[src/sv/wtq_pkg.sv]
// Shared types and constants for the weighted token queue arbiter.
// No dependencies; imported by every module of the block.
`default_nettype none
package wtq_pkg;

  // Fixed slot count of the weight register file and queue index width
  localparam int QueueSlots   = 8;
  localparam int QidxW        = 3;
  localparam int MaskW        = 8;
  localparam int WeightW      = 8;
  localparam int CfgIdxW      = 4;
  localparam int NumQueuesDef = 8;

  localparam logic [WeightW-1:0] WeightRst = WeightW'(1);

  typedef logic [WeightW-1:0] weight_t;

  // Decision handed from the grant selector to the token bank
  typedef struct packed {
    logic             granted;
    logic [QidxW-1:0] idx;
    logic             reload;
  } grant_t;

endpackage
`default_nettype wire

[src/sv/wtq_grant_sel.sv]
// Grant selection: lowest non-empty queue with tokens, else one reload rescan.
// Depends on wtq_pkg.
`default_nettype none
module wtq_grant_sel import wtq_pkg::*; #(
  parameter int NUM_QUEUES = NumQueuesDef
) (
  input  wire logic [MaskW-1:0]      mask,
  input  wire logic [NUM_QUEUES-1:0] tok_nz,
  input  wire logic [NUM_QUEUES-1:0] wt_nz,
  output grant_t                     grant
);

  logic [NUM_QUEUES-1:0] active;
  logic [NUM_QUEUES-1:0] hit_tok;
  logic [NUM_QUEUES-1:0] hit_wt;
  logic [NUM_QUEUES-1:0] hit;
  logic                  reload;

  // Queues beyond the configured count never take part
  assign active  = mask[NUM_QUEUES-1:0];
  assign hit_tok = active & tok_nz;
  assign hit_wt  = active & wt_nz;

  // Reload when something is waiting but no waiting queue holds a token
  assign reload = (hit_tok == '0) && (active != '0);
  assign hit    = reload ? hit_wt : hit_tok;

  // Priority encode, lowest index wins
  always_comb begin
    grant.granted = 1'b0;
    grant.idx     = '0;
    grant.reload  = reload;
    for (int q = NUM_QUEUES - 1; q >= 0; q--) begin
      if (hit[q]) begin
        grant.granted = 1'b1;
        grant.idx     = QidxW'(q);
      end
    end
  end

endmodule
`default_nettype wire

[src/sv/wtq_token_bank.sv]
// Weight registers and per-queue token counters with reload and decrement.
// Depends on wtq_pkg.
`default_nettype none
module wtq_token_bank import wtq_pkg::*; #(
  parameter int NUM_QUEUES = NumQueuesDef
) (
  input  wire logic                  clk,
  input  wire logic                  rst_n,
  input  wire logic                  cfg_we,
  input  wire logic [CfgIdxW-1:0]    cfg_index,
  input  wire logic [WeightW-1:0]    cfg_wdata,
  input  wire logic                  step,
  input  grant_t                     grant,
  output logic      [NUM_QUEUES-1:0] tok_nz,
  output logic      [NUM_QUEUES-1:0] wt_nz
);

  weight_t weight_r [QueueSlots];
  weight_t weight_nxt [QueueSlots];
  weight_t token_r [NUM_QUEUES];
  weight_t token_nxt [NUM_QUEUES];
  logic    cfg_hit;

  // Only writes that land on a weight register count
  assign cfg_hit = cfg_we && (cfg_index < CfgIdxW'(QueueSlots));

  // Weight register file; out-of-range indexes drop the write
  always_comb begin
    for (int s = 0; s < QueueSlots; s++) begin
      weight_nxt[s] = weight_r[s];
      if (cfg_we && (cfg_index == CfgIdxW'(s))) begin
        weight_nxt[s] = cfg_wdata;
      end
    end
  end

  // Token update: reload all on a weight write, else on a step reload on a rescan and consume on a grant
  always_comb begin
    for (int q = 0; q < NUM_QUEUES; q++) begin
      token_nxt[q] = token_r[q];
      if (cfg_hit) begin
        token_nxt[q] = weight_nxt[q];
      end else if (step) begin
        if (grant.reload) begin
          token_nxt[q] = weight_r[q];
        end
        if (grant.granted && (grant.idx == QidxW'(q))) begin
          token_nxt[q] = token_nxt[q] - WeightW'(1);
        end
      end
    end
  end

  always_ff @(posedge clk) begin
    if (!rst_n) begin
      for (int s = 0; s < QueueSlots; s++) begin
        weight_r[s] <= WeightRst;
      end
      for (int q = 0; q < NUM_QUEUES; q++) begin
        token_r[q] <= WeightRst;
      end
    end else begin
      weight_r <= weight_nxt;
      token_r  <= token_nxt;
    end
  end

  // Zero flags feed the selector
  always_comb begin
    for (int q = 0; q < NUM_QUEUES; q++) begin
      tok_nz[q] = (token_r[q] != '0);
      wt_nz[q]  = (weight_r[q] != '0);
    end
  end

endmodule
`default_nettype wire

[src/sv/weighted_token_queue_arbiter.sv]
// Weighted token queue arbiter: one grant decision per request, one request
// per cycle while the result register is not stalled by out_ready. The
// request register feeds the grant selector, whose decision updates the
// token counters and loads the result register in the same cycle; a request
// passes the request register, then the result register. The token counter
// update loop sets the rate. A weight write reloads all token counters at once.
// Depends on wtq_pkg, wtq_grant_sel and wtq_token_bank.
`default_nettype none
module weighted_token_queue_arbiter import wtq_pkg::*; #(
  parameter int NUM_QUEUES = NumQueuesDef
) (
  input  wire logic               clk,
  input  wire logic               rst_n,
  input  wire logic               in_valid,
  output logic                    in_ready,
  input  wire logic [MaskW-1:0]   in_nonempty_mask,
  output logic                    out_valid,
  input  wire logic               out_ready,
  output logic                    out_granted,
  output logic      [QidxW-1:0]   out_queue_index,
  input  wire logic               cfg_we,
  input  wire logic [CfgIdxW-1:0] cfg_index,
  input  wire logic [WeightW-1:0] cfg_wdata
);

  logic                  in_vld_r;
  logic [MaskW-1:0]      mask_r;
  logic                  out_vld_r;
  logic                  granted_r;
  logic [QidxW-1:0]      qidx_r;
  logic                  advance;
  logic                  step;
  logic [NUM_QUEUES-1:0] tok_nz;
  logic [NUM_QUEUES-1:0] wt_nz;
  grant_t                grant;

  // Result register frees when empty or taken; request register follows
  assign advance  = !out_vld_r || out_ready;
  assign in_ready = !in_vld_r || advance;
  assign step     = in_vld_r && advance;

  // Hold the request
  always_ff @(posedge clk) begin
    if (!rst_n) begin
      in_vld_r <= 1'b0;
    end else if (in_ready) begin
      in_vld_r <= in_valid;
    end
  end

  always_ff @(posedge clk) begin
    if (in_valid && in_ready) begin
      mask_r <= in_nonempty_mask;
    end
  end

  wtq_grant_sel #(.NUM_QUEUES(NUM_QUEUES)) u_sel (
    .mask   (mask_r),
    .tok_nz (tok_nz),
    .wt_nz  (wt_nz),
    .grant  (grant)
  );

  wtq_token_bank #(.NUM_QUEUES(NUM_QUEUES)) u_bank (
    .clk       (clk),
    .rst_n     (rst_n),
    .cfg_we    (cfg_we),
    .cfg_index (cfg_index),
    .cfg_wdata (cfg_wdata),
    .step      (step),
    .grant     (grant),
    .tok_nz    (tok_nz),
    .wt_nz     (wt_nz)
  );

  // Advance the decision into the result register
  always_ff @(posedge clk) begin
    if (!rst_n) begin
      out_vld_r <= 1'b0;
    end else if (advance) begin
      out_vld_r <= in_vld_r;
    end
  end

  always_ff @(posedge clk) begin
    if (step) begin
      granted_r <= grant.granted;
      qidx_r    <= grant.idx;
    end
  end

  assign out_valid       = out_vld_r;
  assign out_granted     = granted_r;
  assign out_queue_index = qidx_r;

endmodule
`default_nettype wire

[config.mk]
export PLATFORM = sky130hd
export DESIGN_NAME = weighted_token_queue_arbiter
export DESIGN_NICKNAME = d
export VERILOG_FILES = /design/src/sv/wtq_pkg.sv /design/src/sv/wtq_grant_sel.sv /design/src/sv/wtq_token_bank.sv /design/src/sv/weighted_token_queue_arbiter.sv
export SDC_FILE = /design/constraint.sdc
export NUM_CORES = 1
export LEC_CHECK = 0
export CAP_MARGIN = 25
export CORE_UTILIZATION = 29
export DETAILED_ROUTE_END_ITERATION = 10
export DONT_BUFFER_PORTS = 1
export PLACE_DENSITY = 0.45
export SETUP_SLACK_MARGIN = 0.05
export SLEW_MARGIN = 20
export SYNTH_ARGS = -nofsm -noshare
export SYNTH_HDL_FRONTEND = slang
export SYNTH_SLANG_ARGS = --single-unit
export TNS_END_PERCENT = 1
[constraint.sdc]
create_clock -name clk -period 5.31 [get_ports clk]
set_clock_uncertainty 0.1 [all_clocks]
set_input_delay 1.062 -clock clk [delete_from_list [all_inputs] [get_ports clk]]
set_output_delay 1.062 -clock clk [all_outputs]
set_load 0.03 [all_outputs]
# == After elaboration in Yosys (flattened, before gate mapping) ==
# Cells that the tools add are included.
# op_classes
add_sub_neg,8
order_cmp,1
n_eq_ne,14
mux,65
bitwise_logic,2
n_reduce_logical,45
# ops
cell,count
two-way mux 8 bit,57
nonzero test 8 bit,17
"subtractor 8 x 1 -> 8 bit, second input constant",8
two-way mux 4 bit,8
logical AND 1 bit,20
bitwise AND 8 bit,2
"== test 4 x 3 -> 1 bit, second input constant",4
"== test 3 bit, second input constant",4
"== test 4 x 2 -> 1 bit, second input constant",2
logical NOT 8 bit,1
"== test 3 x 2 -> 1 bit, second input constant",2
"== test 4 x 1 -> 1 bit, second input constant",1
logical NOT 4 bit,1
"less-than comparator 4 bit, second input constant",1
"== test 3 x 1 -> 1 bit, second input constant",1
logical NOT 3 bit,1
logical NOT 1 bit,2
logical OR 1 bit,2
nonzero test 2 bit,1
# word_totals
register_bits,142
inputBits,25
output_inout_bits,6
elab_cells,156

# == Depth between registers and ports, before layout ==
# Gate-level depths: netlist of the first run.
# depth
ltp_word,18
depth_mapped,14
mapped_depth_nobuf,11

# == By module ==
# A second synthesis of the first run with hierarchy kept.
# unflattened
hier_cells,1007
hier_area_um2,8745.9
# by_module_without_submodules
module,n_inst,cells_each,area_each_um2,seq_area_each_um2
wtq_token_bank,1,941,7960.1,2562.5
weighted_token_queue_arbiter,1,21,464.2,400.4
wtq_grant_sel,1,45,321.6,0.0

# == Worst setup path before layout of the first run ==
# OpenSTA, ideal clock, no wires.
# synth_path
path_type,reg2reg
start,register u_bank.token_r[42] (netlist name)
end,register u_bank.token_r[52] (netlist name)
setup_ps,126
arrival_ps,3551
required_ps,5084
setup_slack_ps,1533
path_stages_with_launch,15
path_buffers,3
period_less_slack_ps,3777
cell_sequence,dfxtp_1 -> or4_4 -> o41ai_4 -> nand4_4 -> nor3_1 -> buf_4 -> buf_6 -> buf_4 -> mux2i_1 -> ha_1 -> nand4_1 -> a2111oi_0 -> o2111ai_1 -> o21ai_0 -> o32ai_1
# synth_via
elab_chain_cells,18
word_cells_on_any_way,22
classes_between,add/sub (1); eq/ne (1); mux (15); bitwise (1); reduce/logical (4)
# synth_lines
item,line_no,rtl
"start, declared",wtq_token_bank.sv:20,weight_t token_r [NUM_QUEUES];
"start signal, assigned by index",wtq_token_bank.sv:60,token_r[q] <= WeightRst;
"start signal, assigned",wtq_token_bank.sv:64,token_r <= token_nxt;
nonzero test 8 bit *,wtq_token_bank.sv:71,tok_nz[q] = (token_r[q] != '0);
bitwise AND 8 bit *,wtq_grant_sel.sv:21,assign hit_tok = active & tok_nz;
logical NOT 8 bit,wtq_grant_sel.sv:25,assign reload = (hit_tok == '0) && (active != '0);
logical AND 1 bit,wtq_grant_sel.sv:25,
two-way mux 8 bit,wtq_grant_sel.sv:26,assign hit = reload ? hit_wt : hit_tok;
two-way mux 4 bit (8 in series),wtq_grant_sel.sv:34,if (hit[q]) begin
== test 3 x 1 -> 1 bit,wtq_token_bank.sv:47,if (grant.granted && (grant.idx == QidxW'(q))) begin
logical AND 1 bit,wtq_token_bank.sv:47,
two-way mux 8 bit *,wtq_token_bank.sv:47,
two-way mux 8 bit *,wtq_token_bank.sv:43,end else if (step) begin
two-way mux 8 bit *,wtq_token_bank.sv:41,if (cfg_hit) begin
# Every way passes the cells marked *; elsewhere a longest branch is shown, timed or not. The select of a mux whose other input is x is not followed.
# A chain may end at the register's enable or synchronous reset.

# == Worst setup path in the final report of the first run ==
# layout_path
start,register u_bank.token_r[11] (netlist name)
end,register u_bank.token_r[52] (netlist name)
# The elaborated chain is that of the path after synthesis.

==> results of run 1 <==
## layer usage
layer / GRT usage / part of all wire
met5: 0 / 0
met1: 0.2647 / 0.48
met3: 0.03055 / 0.038
met2: 0.3175 / 0.46
met4: 0.07246 / 0.019
## where the power goes
| group | switching [mW] | total, mW | internal [mW] |
|---|---|---|---|
| Sequential | 0.0285 | 1.13 | 1.11 |
| Combinational | 0.182 | 0.271 | 0.0891 |
| Clock | 0.508 | 1.26 | 0.747 |
| Total | 0.719 | 2.66 | 1.94 |
## cells in the final DEF, fill, tap and decap left out, types with 5 or more instances in the layout
cell,instances
nor2_1,139
mux2i_1,131
dfxtp_1,130
nand2_1,79
a21oi_1,53
nand3_1,25
nor3_1,24
o21ai_0,20
or4_1,18
clkbuf_16,18
o22ai_1,17
xnor2_1,17
o211ai_1,16
nand4_1,15
or3_1,15
buf_4,13
xor2_1,12
edfxtp_1,12
a31oi_1,11
inv_1,10
o31ai_1,10
nor4_1,9
o32ai_1,8
ha_1,8
a221oi_1,7
o21ai_1,7
a211o_1,6
a211oi_1,6
and2_1,6
and3_1,5
## cells by family after synthesis
logic type	share of synthesized area
mux	0.1634
xor+xnor	0.03112
flops	0.3630
fa+ha+maj	0.01226
simple gates	0.2198
buf+inv	0.04016
compound gates	0.1703
## worst max-delay path: cells and delay by family, from the launching register on
kind,cells,cell delay [ns]
AO/OA/AOI/OAI,5,1.49
adder cells (fa/ha/maj),1,0.25
buffers and inverters,1,0.35
flip-flops,1,0.33
multiplexers,1,0.32
AND/OR/NAND/NOR,4,1.28
## synth_stat cells (all sizes together) (3+ instances only)
cell	instances	area [µm²]
ha	8	100.1
o41ai	5	85.09
o211ai	16	120.1
a311o	3	30.03
nor4	9	56.30
xnor2	17	148.9
o21a	3	22.52
a31oi	11	68.82
o31ai	10	75.07
dfxtp	130	2603
o21ai	30	161.4
or4	20	157.7
nor3	26	135.1
mux2i	131	1311
o22ai	17	106.4
nor3b	5	53.80
a21oi	54	274.0
a211oi	7	65.06
o221ai	3	26.28
nor2	141	529.3
inv	11	41.29
xor2	12	105.1
o32ai	8	70.07
and2	6	37.54
and3	5	31.28
nand2	80	302.8
or3	16	105.1
buf	18	121.4
clkbuf	44	165.2
edfxtp	12	360.4
a221oi	7	61.31
nand3b	4	30.03
a211o	6	52.55
nand4	16	115.1
nand3	26	135.1
## sequential cells by signal, indices dropped and copies added (netlist names)
register	count
u_bank.token_r	64
u_bank.weight_r	64
mask_r	8
out_queue_index	3
in_vld_r	1
out_granted	1
out_valid	1
## per-stage QoR
| step | setup WS (ns) | total power [mW] | cells | hold WS [ns] | utilization |
|---|---|---|---|---|---|
| floorplan | 1.533 | 1.354 | 952 | 0.3778 | - |
| CTS | 1.065 | 2.686 | 1313 | 0.4189 | 0.3284 |
| global placement | 1.201 | 1.430 | 1280 | 0.4037 | 0.3062 |
| global route | 0.7253 | 2.765 | 1314 | 0.4545 | 0.3286 |
| detailed placement | 1.097 | 1.428 | 1281 | 0.4066 | 0.3065 |
| finish | 1.060 | 2.660 | 1314 | 0.4122 | 0.3286 |
## layout make-up
cell class / count / share of cell area
sequential: 142 / 0.3254
tap: 378 / 0.05194
inverter: 11 / 0.004672
clock buffer: 20 / 0.05249
clock inverter: 12 / 0.01415
timing repair buffer: 14 / 0.01292
multi-input combinational: 737 / 0.5384
## worst max path at each step
stage	startpoint	endpoint	slack [ns]	cells past startpoint
2_1_floorplan	u_bank.token_r[42]	u_bank.token_r[52]	1.53	14
5_1_grt	u_bank.token_r[11]	u_bank.token_r[52]	0.73	12
6_report	u_bank.token_r[11]	u_bank.token_r[52]	1.06	12
4_1_cts	u_bank.token_r[11]	u_bank.token_r[60]	1.06	12
3_5_place_dp	u_bank.token_r[11]	u_bank.token_r[47]	1.10	10
3_3_place_gp	u_bank.token_r[11]	u_bank.token_r[52]	1.20	12
==> results.md, run 1 <==
- Status: completed
- # port buffers: 0
- Global route overflow: 0
- Min-delay src: in_vld_r
- Residual DRC: 0
- Total track usage: 0.1972
- Clock sink count: between 100 and 150
- CTS Buffer Depth: 2
- I/O pin count: 31
- Largest net degree at the start of global routing: between 50 and 60
- Layout Nets: ~960
- Post-Synthesis Cell Area: 8163 µm²
- Crit-path max FO: 22
- Final HPWL DP: between 15000 and 20000 µm
- DR WL/cell: approximately 21 µm
- Post-CTS Hold Buffers: 0
- Initial core utilization: 0.2946
- Via count: between 7k and 8k
- Max transition margin: 0.3077
- Setup slack, reg-to-reg: around 1.1 ns
- DR vias/cell: 5.400
- Async SR Flop Fraction: 0
- Routed WL: roughly 28000 µm
- Setup violators final: 0
- Hold Violations, Final: 0
- Fin area: ~9000 µm²
- CP Launch Type: flop
- Setup TNS: 0 ns
- Maximum VDD drop: ~210 µV
- Multi-input logic area: 4902 µm²
- Post-CTS Setup Bufs: 0
- Power density over the cells: 292.2 nW/µm²
- H-tree depth: 4
- Top_reg_cell synth: dfxtp_1
- Synth warn: 0
- DR iter-0 viols: about 380
- Chip height: 169.8 µm
- Post-synthesis sequential area ratio: 0.3630
- WS Path Type: flop to flop
- Vias in the first global route: just under 7k
- CTS tree: done
- DP Area: approximately 8500 µm²
- Layout cells sized above 1: 0.08226
- Initial antenna violation count: 0
- Final period utilization: 0.8005
- Core outline area: roughly 28000 µm²
- # fillers: ~2.9k
- WHS Path Cells: 2
- Fmax: around 0.24 GHz
- CTS root buffer: clkbuf_16
- Register area: between 2000 and 3000 µm²
- Worst r2r dst: u_bank.token_r[52]
- Later-pin clock latency in the skew report: ~0.43 ns
- Antenna Cells: 0
- Fin. max-slew vios: 0
- R2R Path Start: u_bank.token_r[11]
- Die span in x: between 150 and 200 µm
- Syn-to-layout area delta: 11.54%
- Hold Path Sink: out_valid
- Worst path max stage delay: about 0.6 ns
- Crit path capture type: flop
- Die area: between 20000 and 30000 µm²
- First-pass GRT wire length: 42490 µm
- Post-route ant nets: 0
- Crit path cell chain: or3_1 > o41ai_2 > nand2_1 > nor3_2 > buf_4 > mux2i_1 > ha_1 > nand4_1 > a2111oi_0 > o2111ai_1 > o21ai_0 > o32ai_1
- Row cnt: just over 60
- Min-delay worst type: flop to flop
- Worst Reg2Reg Path Length in Cells: 12
- RSZ-0062 raised after global routing: false
- CP max-delay cell: o41ai_2
- Synth Net Count: 985
- Post-synth EDFFs: 12
- LEAKAGE: approximately 3.1 nW
- RePlAce Congestion: approximately 0.87
- DRT Pass-1 Iters: 8
- Gate Count Post-Synth: about 950
- Slew @ Worst Pin: just over 1 ns
- Max_cap viols: 0
- Seq cells post-synth: between 100 and 150
- Clk slew on worst S/H paths: roughly 0.06 ns
- Min Clock Period, post-route: ~4.3 ns
- CTS resizes: 0
- Mean Syn Cell Area: approximately 8.6 µm²
- Worst Path Arrival: roughly 4.4 ns
- Critical Path RT: roughly 5.5 ns
- Cell variety after synth: 78
- TritonCTS Buffers: 17
Note: power is estimated with default switching activity, not from simulation.
==> run 2, diff against run 1 <==
Settings changed: PLACE_DENSITY 0.45 to 0.46.
Clock period 5.31 ns to 3.5 ns, I/O delays scaled along.
==> run 2 against run 1 <==
  * Fmax rose by 27%
  * Die area stayed put
  * Worst setup slack worse by 0.91 ns
  * Register-to-register slack worse by 0.91 ns
  * Routed wire length increased by 3.4%
  * Critical path type unchanged
  * Combinational power grew 87%
  * Design area rose by 8.5%
  * Hold slack worse by 0.17 ns
  * Critical path depth down 1
  * Global-route usage rose by 0.54 points
  * Power increased by 56%
==> results.md, run 2 (same netlist as run 1, synthesis figures left out) <==
- CTS root buffer: clkbuf_16
- Die span in x: roughly 170 µm
- I/O pin count: 31
- Seq pwr share: 0.415
- Most frequent cells in the layout: nor2_1 (140), dfxtp_1 (130), mux2i_1 (127), buf_4 (96), nand2_1 (78)
- Setup TNS: 0 ns
- Chip height: 169.8 µm
- Switching share of power: 0.2698
- Hold slack: about 0.24 ns
- First-pass GRT wire length: approximately 44000 µm
- Power density over the cells: ~420 nW/µm²
- Clock power share: 0.462
- Fin. max-slew vios: 0
- Dpl cells: about 1.4k
- TritonCTS Buffers: 17
- DR iter-0 viols: ~540
- Syn-to-layout area delta: 21.06%
- Clock sink count: about 140
- Die area: 28820 µm²
- Maximum VDD drop: approximately 330 µV
- Final Instance Count excl. Fillers: about 1.4k
- DP Worst Slack: ~0.09 ns
- Worst Path Arrival: about 3.6 ns
- Global route overflow: 0
- LEAKAGE: around 3.6 nW
- Crit path cell chain: or4_1 > o21ai_2 > buf_4 > nand4_1 > o311ai_1 > a21oi_2 > buf_4 > nor3b_4 > nand2_1 > or4_1 > o211ai_1
- DRT Pass-1 Iters: 4
- Fmax: between 0.2 and 0.3 GHz
- Initial core utilization: 0.2946
- Setup ws final: 0.1486 ns
- Critical Path RT: around 3.8 ns
- Comb power frac: 0.122
- Core outline area: between 20000 and 30000 µm²
- Min Clock Period, post-route: approximately 3.4 ns
- Crit. Startpoint: u_bank.token_r[24]
- CP Launch Type: flop
- # port buffers: 0
- Via count: roughly 7.5k
- Final period utilization: 0.9575
- Residual DRC: 0
- Later-pin clock latency in the skew report: around 0.43 ns
- DR vias/cell: around 5.4
- Max transition margin: 0.5603
- CP max-delay cell: or4_1
- Row cnt: 61
- CTS tree: done
- RSZ-0062 raised after global routing: true
- Layout Nets: 1042
- RePlAce Congestion: around 0.86
- Initial antenna violation count: 0
- H-tree depth: 4
- Status: completed
- Net switching power: roughly 1.1 mW
- Total track usage: 0.2026
- Antenna Cells: 0
- Total power: around 4.1 mW
- Setup violators final: 0
- Min-delay src: rst_n
- Crit-path max FO: 4
- Post-route ant nets: 0
- Hold Violations, Final: 0
- Max_cap viols: 0
- Min-delay worst type: input port to flop
- R2R Path Start: u_bank.token_r[24]
- Final HPWL DP: a little under 20000 µm
- Biggest regs: u_bank.token_r: 64 flops, u_bank.weight_r: 64 flops, mask_r: 8 flops
- Vias in the first global route: 7282
- CTS Buffer Depth: 2
- DR WL/cell: between 20 and 25 µm
- Crit path capture type: flop
- Largest net degree at the start of global routing: 56
- Layout cells sized above 1: 0.1732
- Slew @ Worst Pin: between 0.6 and 0.7 ns
- Clk slew on worst S/H paths: ~0.06 ns
- Most common cell after layout, fill and taps aside: nor2_1
- WS Path Type: flop to flop
- Cell Int Power: a little over 3 mW
- Routed WL: 28550 µm
- Worst path max stage delay: 0.60 ns
## run 2: worst paths after layout
path	endpoint	slack, ns	depth (start not counted)
min	u_bank.weight_r[48]	0.24	1
max	u_bank.token_r[6]	0.15	11
max reg2reg	u_bank.token_r[6]	0.15	11
min reg2reg	out_valid	0.42	2
## run 2: layer usage
layer | part of all wire | up-vias | global-route usage
met2 | 0.46 | 163 | 0.3300
met1 | 0.48 | 3736 | 0.2718
met3 | 0.047 | 24 | 0.03918
li1 | - | 3624 | -
met5 | 0 | - | 0
met4 | 0.016 | 0 | 0.05405
## run 2: metrics by stage
stage | cell area (µm²) | utilization
after floorplan | 8187 | -
after global routing | 9882 | 0.3567
final | 9882 | 0.3567
after detailed placement | 9153 | 0.3304
after global placement | 9153 | 0.3304
after CTS | 9758 | 0.3522
## run 2: final cells by class
| class | count | area, µm² |
|---|---|---|
| clock buffers | 20 | 446.7 |
| clock inverters | 12 | 158.9 |
| fillers | 2896 | 17820 |
| inverters | 11 | 42.54 |
| multi-input cells | 737 | 5006 |
| flip-flops and latches | 142 | 2963 |
| well taps | 378 | 473.0 |
| repair buffers | 100 | 792.0 |
## run 2: timing repair
action / CTS / global route
endpoints found under the setup margin: 0 / 35
setup buffers: 0 / 4
gates resized for setup: 0 / 19
hold buffers: 0 / 0
## run 2: worst max-delay path, delay by kind of cell, from the launching register on
family                 cells  cell delay, ns
flip-flops                 1            0.35
buffers and inverters      2            0.34
AO/OA/AOI/OAI              4            0.87
AND/OR/NAND/NOR            5            1.63
## run 2: power by group through the flow
stage	clock, mW	combinational, mW	sequential, mW
after floorplan	0	0.316	1.74
after global placement	0	0.490	1.76
after detailed placement	0	0.489	1.76
after CTS	1.95	0.492	1.72
after global routing	2.02	0.552	1.73
final	1.92	0.508	1.72
